$ cat src/rtl/core/fba_pkg.sv
package fba_pkg;

	localparam int MAX_WORDS_DEFAULT     = 32;
	localparam int BITS_PER_WORD_DEFAULT = 32;

	localparam int FRAME_W    = 10;
	localparam int FRAME_LIMIT = 1 << FRAME_W;
	localparam int CMD_W      = 2;
	localparam int WIU_W      = 6;

	localparam logic [WIU_W-1:0] WIU_RESET = 6'd32;

	typedef enum logic [CMD_W-1:0] {
		CMD_ALLOC = 2'd0,
		CMD_FREE  = 2'd1,
		CMD_TEST  = 2'd2,
		CMD_NONE  = 2'd3
	} cmd_t;

	typedef enum logic [1:0] {
		S_IDLE,
		S_READ,
		S_WRITE
	} state_t;

	typedef struct packed {
		logic en;
		logic full;
	} full_upd_t;

endpackage

$ cat src/rtl/core/fba_bitmap_mem.sv
module fba_bitmap_mem #(
	parameter int MAX_WORDS     = fba_pkg::MAX_WORDS_DEFAULT,
	parameter int BITS_PER_WORD = fba_pkg::BITS_PER_WORD_DEFAULT,
	parameter int WAW           = (MAX_WORDS > 1) ? $clog2(MAX_WORDS) : 1
) (
	input  logic                     clk,
	input  logic                     arst_n,
	input  logic                     rd_en,
	input  logic [WAW-1:0]           rd_addr,
	output logic [BITS_PER_WORD-1:0] rd_data,
	input  logic                     wr_en,
	input  logic [WAW-1:0]           wr_addr,
	input  logic [BITS_PER_WORD-1:0] wr_data
);

	logic [BITS_PER_WORD-1:0] mem_q [MAX_WORDS];
	logic [MAX_WORDS-1:0]     vld_q;
	logic [BITS_PER_WORD-1:0] rd_data_q;
	logic                     rd_vld_q;

	always_ff @(posedge clk) begin
		if (wr_en) begin
			mem_q[wr_addr] <= wr_data;
		end
		if (rd_en) begin
			rd_data_q <= mem_q[rd_addr];
		end
	end

	always_ff @(posedge clk or negedge arst_n) begin
		if (!arst_n) begin
			vld_q    <= '0;
			rd_vld_q <= 1'b0;
		end else begin
			if (wr_en) begin
				vld_q[wr_addr] <= 1'b1;
			end
			if (rd_en) begin
				rd_vld_q <= vld_q[rd_addr];
			end
		end
	end

	assign rd_data = rd_vld_q ? rd_data_q : '0;

endmodule

$ cat src/rtl/core/fba_word_scan.sv
module fba_word_scan #(
	parameter int MAX_WORDS = fba_pkg::MAX_WORDS_DEFAULT,
	parameter int WAW       = (MAX_WORDS > 1) ? $clog2(MAX_WORDS) : 1
) (
	input  logic                           clk,
	input  logic                           arst_n,
	input  logic [fba_pkg::WIU_W-1:0]      limit,
	input  fba_pkg::full_upd_t             upd,
	input  logic [WAW-1:0]                 upd_word,
	output logic                           hit,
	output logic [WAW-1:0]                 hit_word
);

	logic [MAX_WORDS-1:0] full_q;

	always_ff @(posedge clk or negedge arst_n) begin
		if (!arst_n) begin
			full_q <= '0;
		end else if (upd.en) begin
			full_q[upd_word] <= upd.full;
		end
	end

	// lowest word below the limit that still has a clear bit
	always_comb begin
		hit      = 1'b0;
		hit_word = '0;
		for (int w = MAX_WORDS - 1; w >= 0; w--) begin
			if (!full_q[w] && (32'(w) < 32'(limit))) begin
				hit      = 1'b1;
				hit_word = WAW'(w);
			end
		end
	end

endmodule

$ cat src/rtl/core/frame_bitmap_allocator.sv
// Frame bitmap allocator: one used bit per physical frame, held in a
// MAX_WORDS x BITS_PER_WORD synchronous memory that reads as all zero after
// reset (per-word valid bits, so no clearing pass). Send cmd on s_tuser
// (0 allocate, 1 free, 2 test) and the frame number on s_tdata; each item
// returns exactly one result on m_tdata. An accepted item reads the memory,
// then modifies and writes back its word and registers its result; the
// next item is accepted in that write step, while results are taken, as
// each owns the memory read-modify-write. Allocate picks the
// lowest clear bit in the first words_in_use words, using a per-word full
// vector to choose the word. Write words_in_use on the cfg channel only
// while no item is in flight.
module frame_bitmap_allocator #(
	parameter int MAX_WORDS     = fba_pkg::MAX_WORDS_DEFAULT,
	parameter int BITS_PER_WORD = fba_pkg::BITS_PER_WORD_DEFAULT
) (
	input  logic                      clk,
	input  logic                      arst_n,
	input  logic                      s_tvalid,
	output logic                      s_tready,
	input  logic [15:0]               s_tdata,   // [9:0] frame_index
	input  logic [1:0]                s_tuser,   // [1:0] cmd
	output logic                      m_tvalid,
	input  logic                      m_tready,
	output logic [15:0]               m_tdata,   // [9:0] allocated_frame, [10] status,
	                                             // [11] frame_in_use
	input  logic                      cfg_valid,
	output logic                      cfg_ready,
	input  logic [fba_pkg::WIU_W-1:0] cfg_data
);

	localparam int FW    = fba_pkg::FRAME_W;
	localparam int WAW   = (MAX_WORDS > 1) ? $clog2(MAX_WORDS) : 1;
	localparam int BAW   = $clog2(BITS_PER_WORD);
	localparam int RK    = FW + 1;
	localparam int RECIP = (1 << RK) / BITS_PER_WORD;
	localparam int RW    = RK - 2;
	localparam int PW    = FW + RW;
	localparam int AW    = WAW + BAW;

	fba_pkg::state_t state_q, state_d;

	logic [fba_pkg::WIU_W-1:0] wiu_q;
	logic                      in_acc;
	logic                      go;
	logic                      out_free;

	fba_pkg::cmd_t cmd_s1;
	logic [FW-1:0] frame_s1;
	logic [FW-1:0] q_s1;
	logic [PW-1:0] prod;

	logic [FW:0]    qb;
	logic [FW:0]    rem;
	logic [FW-1:0]  q_fix;
	logic [BAW-1:0] rem_fix;
	logic           in_range;

	logic           scan_hit;
	logic [WAW-1:0] scan_word;
	logic [WAW-1:0] rd_addr;
	logic           rd_ok;

	fba_pkg::cmd_t  cmd_s2;
	logic [WAW-1:0] word_s2;
	logic [BAW-1:0] bit_s2;
	logic           ok_s2;

	logic [BITS_PER_WORD-1:0] rd_data;
	logic [BITS_PER_WORD-1:0] sel;
	logic [BITS_PER_WORD-1:0] set_word;
	logic [BITS_PER_WORD-1:0] wr_data;
	logic [BAW-1:0]           zbit;
	logic [AW-1:0]            f_alloc;
	logic                     fits;
	logic                     now_full;
	logic                     wr_en;
	fba_pkg::full_upd_t       upd;

	logic          out_valid_q;
	logic [FW-1:0] alloc_q;
	logic          status_q;
	logic          in_use_q;

	assign cfg_ready = 1'b1;
	assign out_free  = !out_valid_q || m_tready;
	assign in_acc    = s_tvalid && s_tready;

	always_ff @(posedge clk or negedge arst_n) begin
		if (!arst_n) begin
			wiu_q <= fba_pkg::WIU_RESET;
		end else if (cfg_valid) begin
			wiu_q <= cfg_data;
		end
	end

	always_ff @(posedge clk or negedge arst_n) begin
		if (!arst_n) begin
			state_q <= fba_pkg::S_IDLE;
		end else begin
			state_q <= state_d;
		end
	end

	always_comb begin
		state_d  = state_q;
		go       = 1'b0;
		s_tready = 1'b0;
		case (state_q)
			fba_pkg::S_IDLE: begin
				s_tready = 1'b1;
				if (s_tvalid) begin
					state_d = fba_pkg::S_READ;
				end
			end
			fba_pkg::S_READ: begin
				state_d = fba_pkg::S_WRITE;
			end
			fba_pkg::S_WRITE: begin
				go       = out_free;
				s_tready = out_free;
				if (out_free) begin
					state_d = s_tvalid ? fba_pkg::S_READ : fba_pkg::S_IDLE;
				end
			end
			default: begin
				state_d = fba_pkg::S_IDLE;
			end
		endcase
	end

	// word index by reciprocal multiply, corrected in the read cycle
	assign prod = PW'(s_tdata[FW-1:0]) * PW'(RECIP);

	always_ff @(posedge clk) begin
		if (in_acc) begin
			cmd_s1   <= fba_pkg::cmd_t'(s_tuser);
			frame_s1 <= s_tdata[FW-1:0];
			q_s1     <= FW'(prod >> RK);
		end
	end

	always_comb begin
		qb  = (FW+1)'(q_s1) * (FW+1)'(BITS_PER_WORD);
		rem = (FW+1)'(frame_s1) - qb;
		if (rem >= (FW+1)'(BITS_PER_WORD)) begin
			q_fix   = q_s1 + FW'(1);
			rem_fix = BAW'(rem - (FW+1)'(BITS_PER_WORD));
		end else begin
			q_fix   = q_s1;
			rem_fix = BAW'(rem);
		end
		in_range = 32'(q_fix) < 32'(MAX_WORDS);
		if (cmd_s1 == fba_pkg::CMD_ALLOC) begin
			rd_addr = scan_word;
			rd_ok   = scan_hit;
		end else begin
			rd_addr = WAW'(q_fix);
			rd_ok   = in_range;
		end
	end

	always_ff @(posedge clk) begin
		if (state_q == fba_pkg::S_READ) begin
			cmd_s2  <= cmd_s1;
			word_s2 <= rd_addr;
			bit_s2  <= rem_fix;
			ok_s2   <= rd_ok;
		end
	end

	fba_word_scan #(
		.MAX_WORDS (MAX_WORDS),
		.WAW       (WAW)
	) u_scan (
		.clk      (clk),
		.arst_n   (arst_n),
		.limit    (wiu_q),
		.upd      (upd),
		.upd_word (word_s2),
		.hit      (scan_hit),
		.hit_word (scan_word)
	);

	fba_bitmap_mem #(
		.MAX_WORDS     (MAX_WORDS),
		.BITS_PER_WORD (BITS_PER_WORD),
		.WAW           (WAW)
	) u_mem (
		.clk     (clk),
		.arst_n  (arst_n),
		.rd_en   (state_q == fba_pkg::S_READ),
		.rd_addr (rd_addr),
		.rd_data (rd_data),
		.wr_en   (wr_en),
		.wr_addr (word_s2),
		.wr_data (wr_data)
	);

	always_comb begin
		zbit = '0;
		for (int j = BITS_PER_WORD - 1; j >= 0; j--) begin
			if (!rd_data[j]) begin
				zbit = BAW'(j);
			end
		end
	end

	always_comb begin
		f_alloc  = AW'(word_s2) * AW'(BITS_PER_WORD) + AW'(zbit);
		fits     = 32'(f_alloc) < 32'(fba_pkg::FRAME_LIMIT);
		sel      = BITS_PER_WORD'(1) << ((cmd_s2 == fba_pkg::CMD_ALLOC) ? zbit : bit_s2);
		set_word = rd_data | sel;
		now_full = &set_word;
		wr_en    = 1'b0;
		wr_data  = set_word;
		upd.en   = 1'b0;
		upd.full = 1'b0;
		case (cmd_s2)
			fba_pkg::CMD_ALLOC: begin
				wr_en    = go && ok_s2 && fits;
				upd.full = now_full;
			end
			fba_pkg::CMD_FREE: begin
				wr_en   = go && ok_s2;
				wr_data = rd_data & ~sel;
			end
			default: begin
				wr_en = 1'b0;
			end
		endcase
		upd.en = wr_en;
	end

	always_ff @(posedge clk or negedge arst_n) begin
		if (!arst_n) begin
			out_valid_q <= 1'b0;
		end else if (go) begin
			out_valid_q <= 1'b1;
		end else if (m_tready) begin
			out_valid_q <= 1'b0;
		end
	end

	always_ff @(posedge clk) begin
		if (go) begin
			alloc_q  <= (cmd_s2 == fba_pkg::CMD_ALLOC && ok_s2 && fits) ? FW'(f_alloc) : '0;
			status_q <= (cmd_s2 == fba_pkg::CMD_ALLOC) && !(ok_s2 && fits);
			in_use_q <= (cmd_s2 == fba_pkg::CMD_TEST) && ok_s2 && rd_data[bit_s2];
		end
	end

	assign m_tvalid = out_valid_q;
	assign m_tdata  = {4'b0, in_use_q, status_q, alloc_q};

endmodule

$ cat config.mk
export PLATFORM = sky130hd
export DESIGN_NAME = frame_bitmap_allocator
export DESIGN_NICKNAME = d
export VERILOG_FILES = /design/src/rtl/core/fba_pkg.sv /design/src/rtl/core/fba_bitmap_mem.sv /design/src/rtl/core/fba_word_scan.sv /design/src/rtl/core/frame_bitmap_allocator.sv
export SDC_FILE = /design/constraint.sdc
export NUM_CORES = 1
export LEC_CHECK = 0
export ABC_CLOCK_PERIOD_IN_PS = 4100
export BUFFER_PORTS_ARGS = -buffer_cell sky130_fd_sc_hd__buf_2
export CAP_MARGIN = 20
export CORE_ASPECT_RATIO = 0.6
export CORE_UTILIZATION = 49
export CTS_CLUSTER_DIAMETER = 30
export DETAILED_ROUTE_END_ITERATION = 8
export MAX_ROUTING_LAYER = met4
export PLACE_DENSITY = 0.67
export REMOVE_ABC_BUFFERS = 1
export SLEW_MARGIN = 30
export SYNTH_ARGS = -nofsm -noshare
export SYNTH_HDL_FRONTEND = slang
export SYNTH_SLANG_ARGS = --single-unit
$ cat constraint.sdc
create_clock -name clk -period 4.1 [get_ports clk]
set_clock_uncertainty 0.05 [all_clocks]
set_input_delay 0 -clock clk [delete_from_list [all_inputs] [get_ports clk]]
set_output_delay 0 -clock clk [all_outputs]
set_load 0.1 [all_outputs]
# After elaboration in Yosys (flattened, before gate mapping)
# Memory sizes are Yosys's and may differ from the RTL's. A register that Yosys moved wholly into a read port is not among the register bits.
# Cells that the tools add are included.
# Widths: inputs -> output; s select.
# classes
n_reduce_logical	81
multipliers	0
eq_ne	6
div	0
add_sub_neg	4
mux	122
shift	1
order_cmp	38
n_bitwise	4
# ops
operator	n
$mux 5	67
$lt 5x6->1 const A	16
$mux 32	2
$or 32x32->32	2
$lt 4x6->1 const A	8
$mux 1	44
$logic_and 1x1->1	39
$logic_not 1->1	34
$and 32x32->32	1
$bwmux 32	1
$not 32->32	1
$reduce_and 32->1	1
$shl 1x5->32 const A	1
$lt 3x6->1 const A	4
$lt 5x6->1 const B	3
$lt 1x6->1 const A	2
$lt 2x6->1 const A	2
$ge 11x6->1 const B	1
$sub 10x10->11	1
$add 10x5->10	1
$bmux 1 s5	2
$lt 10x6->1 const B	1
$add 5x1->6 const B	1
$logic_not 2->1	3
14 further kinds	18
# totals
mem_bits_rw	1024
n_memories	1
latchBits	0
inputBits	29
rom_bits	0
out_inout_bits	19
reg_bits	116
# memory_table
name	words	width	read_ports	rd_ports_with_merged_regs	write_ports	line_no	text
u_mem.mem_q	32	32	1	1	1	fba_bitmap_mem.sv:16	logic [BITS_PER_WORD-1:0] mem_q [MAX_WORDS];

# Logic depth before layout (Yosys ltp)
# depth
depth_word	39
ltp_mapped	16
mapped_depth_nobuf	12

# Modules after synthesis
# From an unflattened synthesis, not the netlist that was laid out.
# hier_totals
cells_unflattened	2267
area_unflattened_um2	47115.2
# modules_own_cells
module	seq_area_each_um2	cells_each	n_inst	area_per_inst_um2
fba_bitmap_mem	32536.2	1672	1	41412.2
frame_bitmap_allocator	1337.5	312	1	3249.4
fba_word_scan	800.8	283	1	2453.6

# Least setup slack after synthesis
# OpenSTA, ideal clock, no wires.
# synth_path
path_type	register to register
startpoint	register out_valid_q, in the netlist m_tvalid
endpoint	register u_scan.full_q[20]
n_path_buf	1
arrival_time_ns	3.674
path_slack_ns	0.251
stages_incl_launch_ff	8
synth_period_minus_slack_ns	3.849
required_ns	3.925
cell_sequence	dfrtp_1 nor2b_1 nor4_1 nor2b_1 nand2b_1 clkbuf_1 nor2_1 mux2_2
# synth_via
elab_chain_cells	5
# synth_lines
item	line_no	text
from (decl)	frame_bitmap_allocator.sv:79	logic out_valid_q;
from (signal assigned)	frame_bitmap_allocator.sv:236	out_valid_q <= 1'b0;
from (signal assigned)	frame_bitmap_allocator.sv:238	out_valid_q <= 1'b1;
from (signal assigned)	frame_bitmap_allocator.sv:240	out_valid_q <= 1'b0;
$logic_not 1->1	frame_bitmap_allocator.sv:85	assign out_free = !out_valid_q || m_tready;
$logic_or 1x1->1	frame_bitmap_allocator.sv:85	
$mux 1	frame_bitmap_allocator.sv:108	case (state_q)
$logic_and 1x1->1	frame_bitmap_allocator.sv:220, frame_bitmap_allocator.sv:224	
$mux 1	n/a	
to (signal, indexed assignment)	fba_word_scan.sv:20	full_q[upd_word] <= upd.full;
to (decl)	fba_word_scan.sv:14	logic [MAX_WORDS-1:0] full_q;
# No other way between the ends.
# A chain may end at the register's enable or synchronous reset.

# Final worst setup path
# layout_path
startpoint	register wiu_q[3] in the netlist's numbering
endpoint	register u_mem.rd_data_q[5] (read register of u_mem.mem_q), data pin
# layout_via
elab_chain_cells	35
word_cells_on_any_way	97
cone_classes	order compare (32); mux (33); reduce/logical (32)
# layout_lines
item	line_no	text
from (decl)	frame_bitmap_allocator.sv:42	logic [fba_pkg::WIU_W-1:0] wiu_q;
from (signal assigned)	frame_bitmap_allocator.sv:90	wiu_q <= fba_pkg::WIU_RESET;
from (signal assigned)	frame_bitmap_allocator.sv:92	wiu_q <= cfg_data;
$lt 5x6->1	fba_word_scan.sv:29	if (!full_q[w] && (32'(w) < 32'(limit))) begin
$logic_and 1x1->1	fba_word_scan.sv:29	
$mux 5 (31 in series)	fba_word_scan.sv:29	
$mux 5 *	fba_word_scan.sv:29	
$mux 5 *	frame_bitmap_allocator.sv:153	if (cmd_s1 == fba_pkg::CMD_ALLOC) begin
to (decl)	fba_bitmap_mem.sv:18	logic [BITS_PER_WORD-1:0] rd_data_q;
# Every way passes the cells marked *; elsewhere a longest branch is shown, timed or not.

==> key figures <==
Status
  • Status: finished, violations left
  • Failing checks: negative setup slack

Floorplan
  • Die ar.: 98800 um^2
  • Core area: 96300 um^2
  • Die X: 405 um
  • Core Rows: 88
  • Initial Util: 49.6%
  • Die H: 244 um
  • Io pins: 48

Global routing
  • First-pass GRT wire length: 211000 um
  • Largest net degree at the start of global routing: 63
  • Gr ovfl total: 0
  • Global-route usage over all layers: 30.6%
  • Initial antenna violation count: 0
  • Vias in the first global route: 31200

Pwr
  • NetSw: 7.93 mW
  • Lkg Pwr: 20.1 nW
  • PwrDens: 524 nW/um^2
  • Internal Power: 23.1 mW
  • Combinational Power Share: 12.0%
  • Sw frac: 25.6%
  • Peak supply drop: 413 uV
  • Sequential share of power: 45.3%
  • Clock share of power: 42.8%

Timing
  • Final setup violation count: 4
  • Setup TNS: -0.0782 ns
  • Max_slew headroom: 36.0%
  • Fmax: 241 MHz
  • Worst setup margin: -0.0555 ns
  • Hold Fails Final Rpt: 0
  • Minimum clock period: 4.16 ns
  • Final Max Slew Viols: 0
  • RSZ-0062 raised after global routing: true
  • Worst slew pin tran: 0.960 ns
  • Fin crit share: 101%
  • Hold slack: 0.0427 ns

Synth
  • Seq cells post-synth: 1167
  • Top post-synthesis cells by area: edfxtp_1 (69%), mux4_2 (5.0%), dfrtp_1 (3.8%)
  • Area leader, netlist: edfxtp_1
  • Yosys cell types: 92
  • Post-synth EDFFs: 1093
  • Seq/Total Area, Yosys: 72.6%
  • Ys flop type: edfxtp_1
  • Synthesized cell area: 47800 um^2
  • Yosys top cell area share: 68.7%
  • Synthesized instance count: 3108
  • Post-synthesis async set-or-reset flop share: 6.34%
  • Mean post-synth cell area: 15.4 um^2
  • YS warnings: 0

Critical path
  • Crit path arrival time: 4.65 ns
  • FF-to-FF Start: wiu_q[3]$_DFFE_PN0P_
  • Critical path startpoint category: flip-flop
  • Max FO, Critical Path: 13
  • Most frequent CP cell: buf_4
  • Critical path class: reg -> reg
  • Slowest-stage cell, CP: or4b_4
  • Reg2reg path depth: 13
  • WP buf/inv: 4
  • Worst EP required: 4.60 ns
  • R2R Setup Slk: -0.06 ns
  • Crit-path max cell delay: 0.52 ns
  • Cell chain of the critical path: nor4b_4 > a31oi_4 > a311oi_2 > buf_4 > or4b_4 > o211a_4 > clkinv_16 > buf_12 > nand2_1 > a221oi_2 > a2111oi_4 > buf_4 > nor4_4
  • Top Family by Delay on Critical Path: compound AO/OA/AOI/OAI gates
  • Setup crit end kind: flip-flop
  • Worst R2R End: u_mem.rd_data_q[5]$_DFFE_PN_

Drt
  • Detailed-route via count: 32300
  • Via density per instance: 6.51
  • Final WL: 149000 um
  • DR pass1 iterations: 6
  • ANT nets after route: 0
  • Wire per inst: 30.2 um
  • DRC: 0
  • DR iter-0 viols: 4906

Worst hold path
  • Hold EP: frame_s1[2]$_DFFE_PP_
  • Min-delay worst type: in -> reg
  • Hold depth: 2
  • Worst min-delay path startpoint: s_tdata[2]

Final layout
  • Share of layout cells above drive strength 1: 29.1%
  • Final instance area: 59100 um^2
  • Area growth, synth to finish: 23.8%
  • Util after Layout: 61.4%
  • Net count, final: 3556

Clock network
  • H-tree Lvls: 4
  • CTS tree: done
  • Clock buffers created by TritonCTS: 145
  • Worst-Skew Late Latency: 0.76 ns
  • Max clock buf depth: 3
  • CTS clk-pin slew, worst paths: 0.06 ns
  • CTS Root Cell: clkbuf_16
  • Clock Sinks: 1167

Place
  • Post-Place Cell Area: 52300 um^2
  • RD Place Congestion: 1.02
  • Final HPWL DP: 86300 um
  • Pre-CTS setup slack: -0.299 ns
  • Port bufs: 36

Flow run
  • Max Cap Violations: 0
## layer usage
| layer | vias to the layer above | global-route usage [%] | wire, um |
|---|---|---|---|
| met3 | 413 | 7.54 | 18800 |
| met5 | - | - | 0 |
| met1 | 16200 | 43.2 | 59800 |
| met2 | 2311 | 42.5 | 64400 |
| li1 | 13300 | - | - |
| met4 | 0 | 12.2 | 6350 |
## cell families (layout without fill, tap and decap cells)
group	Yosys count	after routing	synth area share (%)
muxes	158	158	6.18
adders and majority gates	1	1	0.0210
buffers and inverters	249	786	2.80
and+or+nand+nor	719	719	6.97
other	2	6	0.0157
AOI/OAI and AO/OA	812	813	11.4
DFF	1167	1167	72.6
## placed cells by master (no fill, tap or decap), drive strengths merged, types with 8 or more instances in the layout
| cell type | n |
|---|---|
| edfxtp | 1093 |
| buf | 435 |
| nand2 | 422 |
| a21oi | 352 |
| clkbuf | 173 |
| a221oi | 131 |
| a211oi | 107 |
| mux4 | 106 |
| dfrtp | 73 |
| nor2 | 72 |
| nand3 | 53 |
| inv | 51 |
| dlygate4sd3 | 50 |
| clkinv | 46 |
| o21ai | 44 |
| a2111oi | 41 |
| a22oi | 39 |
| mux2 | 36 |
| or2 | 36 |
| nor4 | 36 |
| and3 | 19 |
| bufinv | 17 |
| mux2i | 16 |
| nand4 | 14 |
| clkinvlp | 14 |
| nand2b | 11 |
| o211ai | 10 |
| and2 | 10 |
| nor3 | 10 |
| a31oi | 9 |
| nor2b | 9 |
| o31ai | 8 |
## state kept, by name (all words and copies together) (netlist names)
name	cells
alloc_q	10
bit_s2	5
cmd_s1	2
cmd_s2	2
frame_s1	10
in_use_q	1
m_tvalid	1
ok_s2	1
state_q	2
status_q	1
u_mem.mem_q	1024
u_mem.rd_data_q	32
u_mem.rd_vld_q	1
u_mem.vld_q	32
u_scan.full_q	32
wiu_q	6
word_s2	5
## power groups by stage
stage                     registers, mW  logic (mW)  clock network [mW]
final                              14.0        3.71                13.3
after global routing               14.0        3.92                13.8
after CTS                          14.0        3.39                13.3
after detailed placement           14.3        3.30                   0
after global placement             14.3        3.16                   0
after floorplan                    14.4        1.77                   0
## synth_stat cells (38+ instances only)
cell	count
buf_2	88
a22oi_1	39
nand2_1	422
edfxtp_1	1093
nor2_1	70
a211oi_1	105
mux4_2	106
clkbuf_1	78
a2111oi_0	38
o21ai_0	39
a221oi_1	130
dfrtp_1	73
a21oi_1	351
nand3_1	50
## stage by stage
stage / cells / power [mW]
global route: 4954 / 31.8
finish: 4955 / 31.0
floorplan: 2885 / 16.1
CTS: 4919 / 30.8
global placement: 4593 / 17.4
detailed placement: 4596 / 17.6
## what timing repair did
| item | in CTS | in global routing |
|---|---|---|
| endpoints found under the setup margin | 23 | 65 |
| pin swaps | 3 | 41 |
| hold buffers | 51 | 0 |
| buffers inserted | 1 | 28 |
| resized for setup | 32 | 138 |
| hold endpoints to repair | 106 | 0 |
| gates cloned | 2 | 8 |
## worst max path at each step
stage | depth (start not counted) | slack (ns) | start | endpoint
after detailed placement | 16 | -0.30 | wiu_q[1]$_DFFE_PN0P_ | u_mem.rd_data_q[17]$_DFFE_PN_
after global routing | 14 | -0.09 | wiu_q[2]$_DFFE_PN0P_ | u_mem.rd_data_q[10]$_DFFE_PN_
after global placement | 13 | -0.22 | wiu_q[5]$_DFFE_PN1P_ | u_mem.rd_data_q[23]$_DFFE_PN_
final | 13 | -0.06 | wiu_q[3]$_DFFE_PN0P_ | u_mem.rd_data_q[5]$_DFFE_PN_
after floorplan | 11 | -7.23 | wiu_q[2]$_DFFE_PN0P_ | u_mem.rd_data_q[0]$_DFFE_PN_
after CTS | 14 | 0.02 | wiu_q[2]$_DFFE_PN0P_ | u_mem.rd_data_q[5]$_DFFE_PN_
## final cells by class
cell class | count | area [um^2]
Multi-Input combinational cell | 1696 | 12900
Timing Repair Buffer | 492 | 4750
Clock inverter | 103 | 1220
Antenna cell | 1 | 2.50
Tap cell | 1305 | 1630
Clock buffer | 166 | 3820
Timing Repair inverter | 2 | 32.5
Fill cell | 6958 | 37200
Sequential cell | 1167 | 34700
Inverter | 23 | 118
Power figures use the tool's default switching activity.
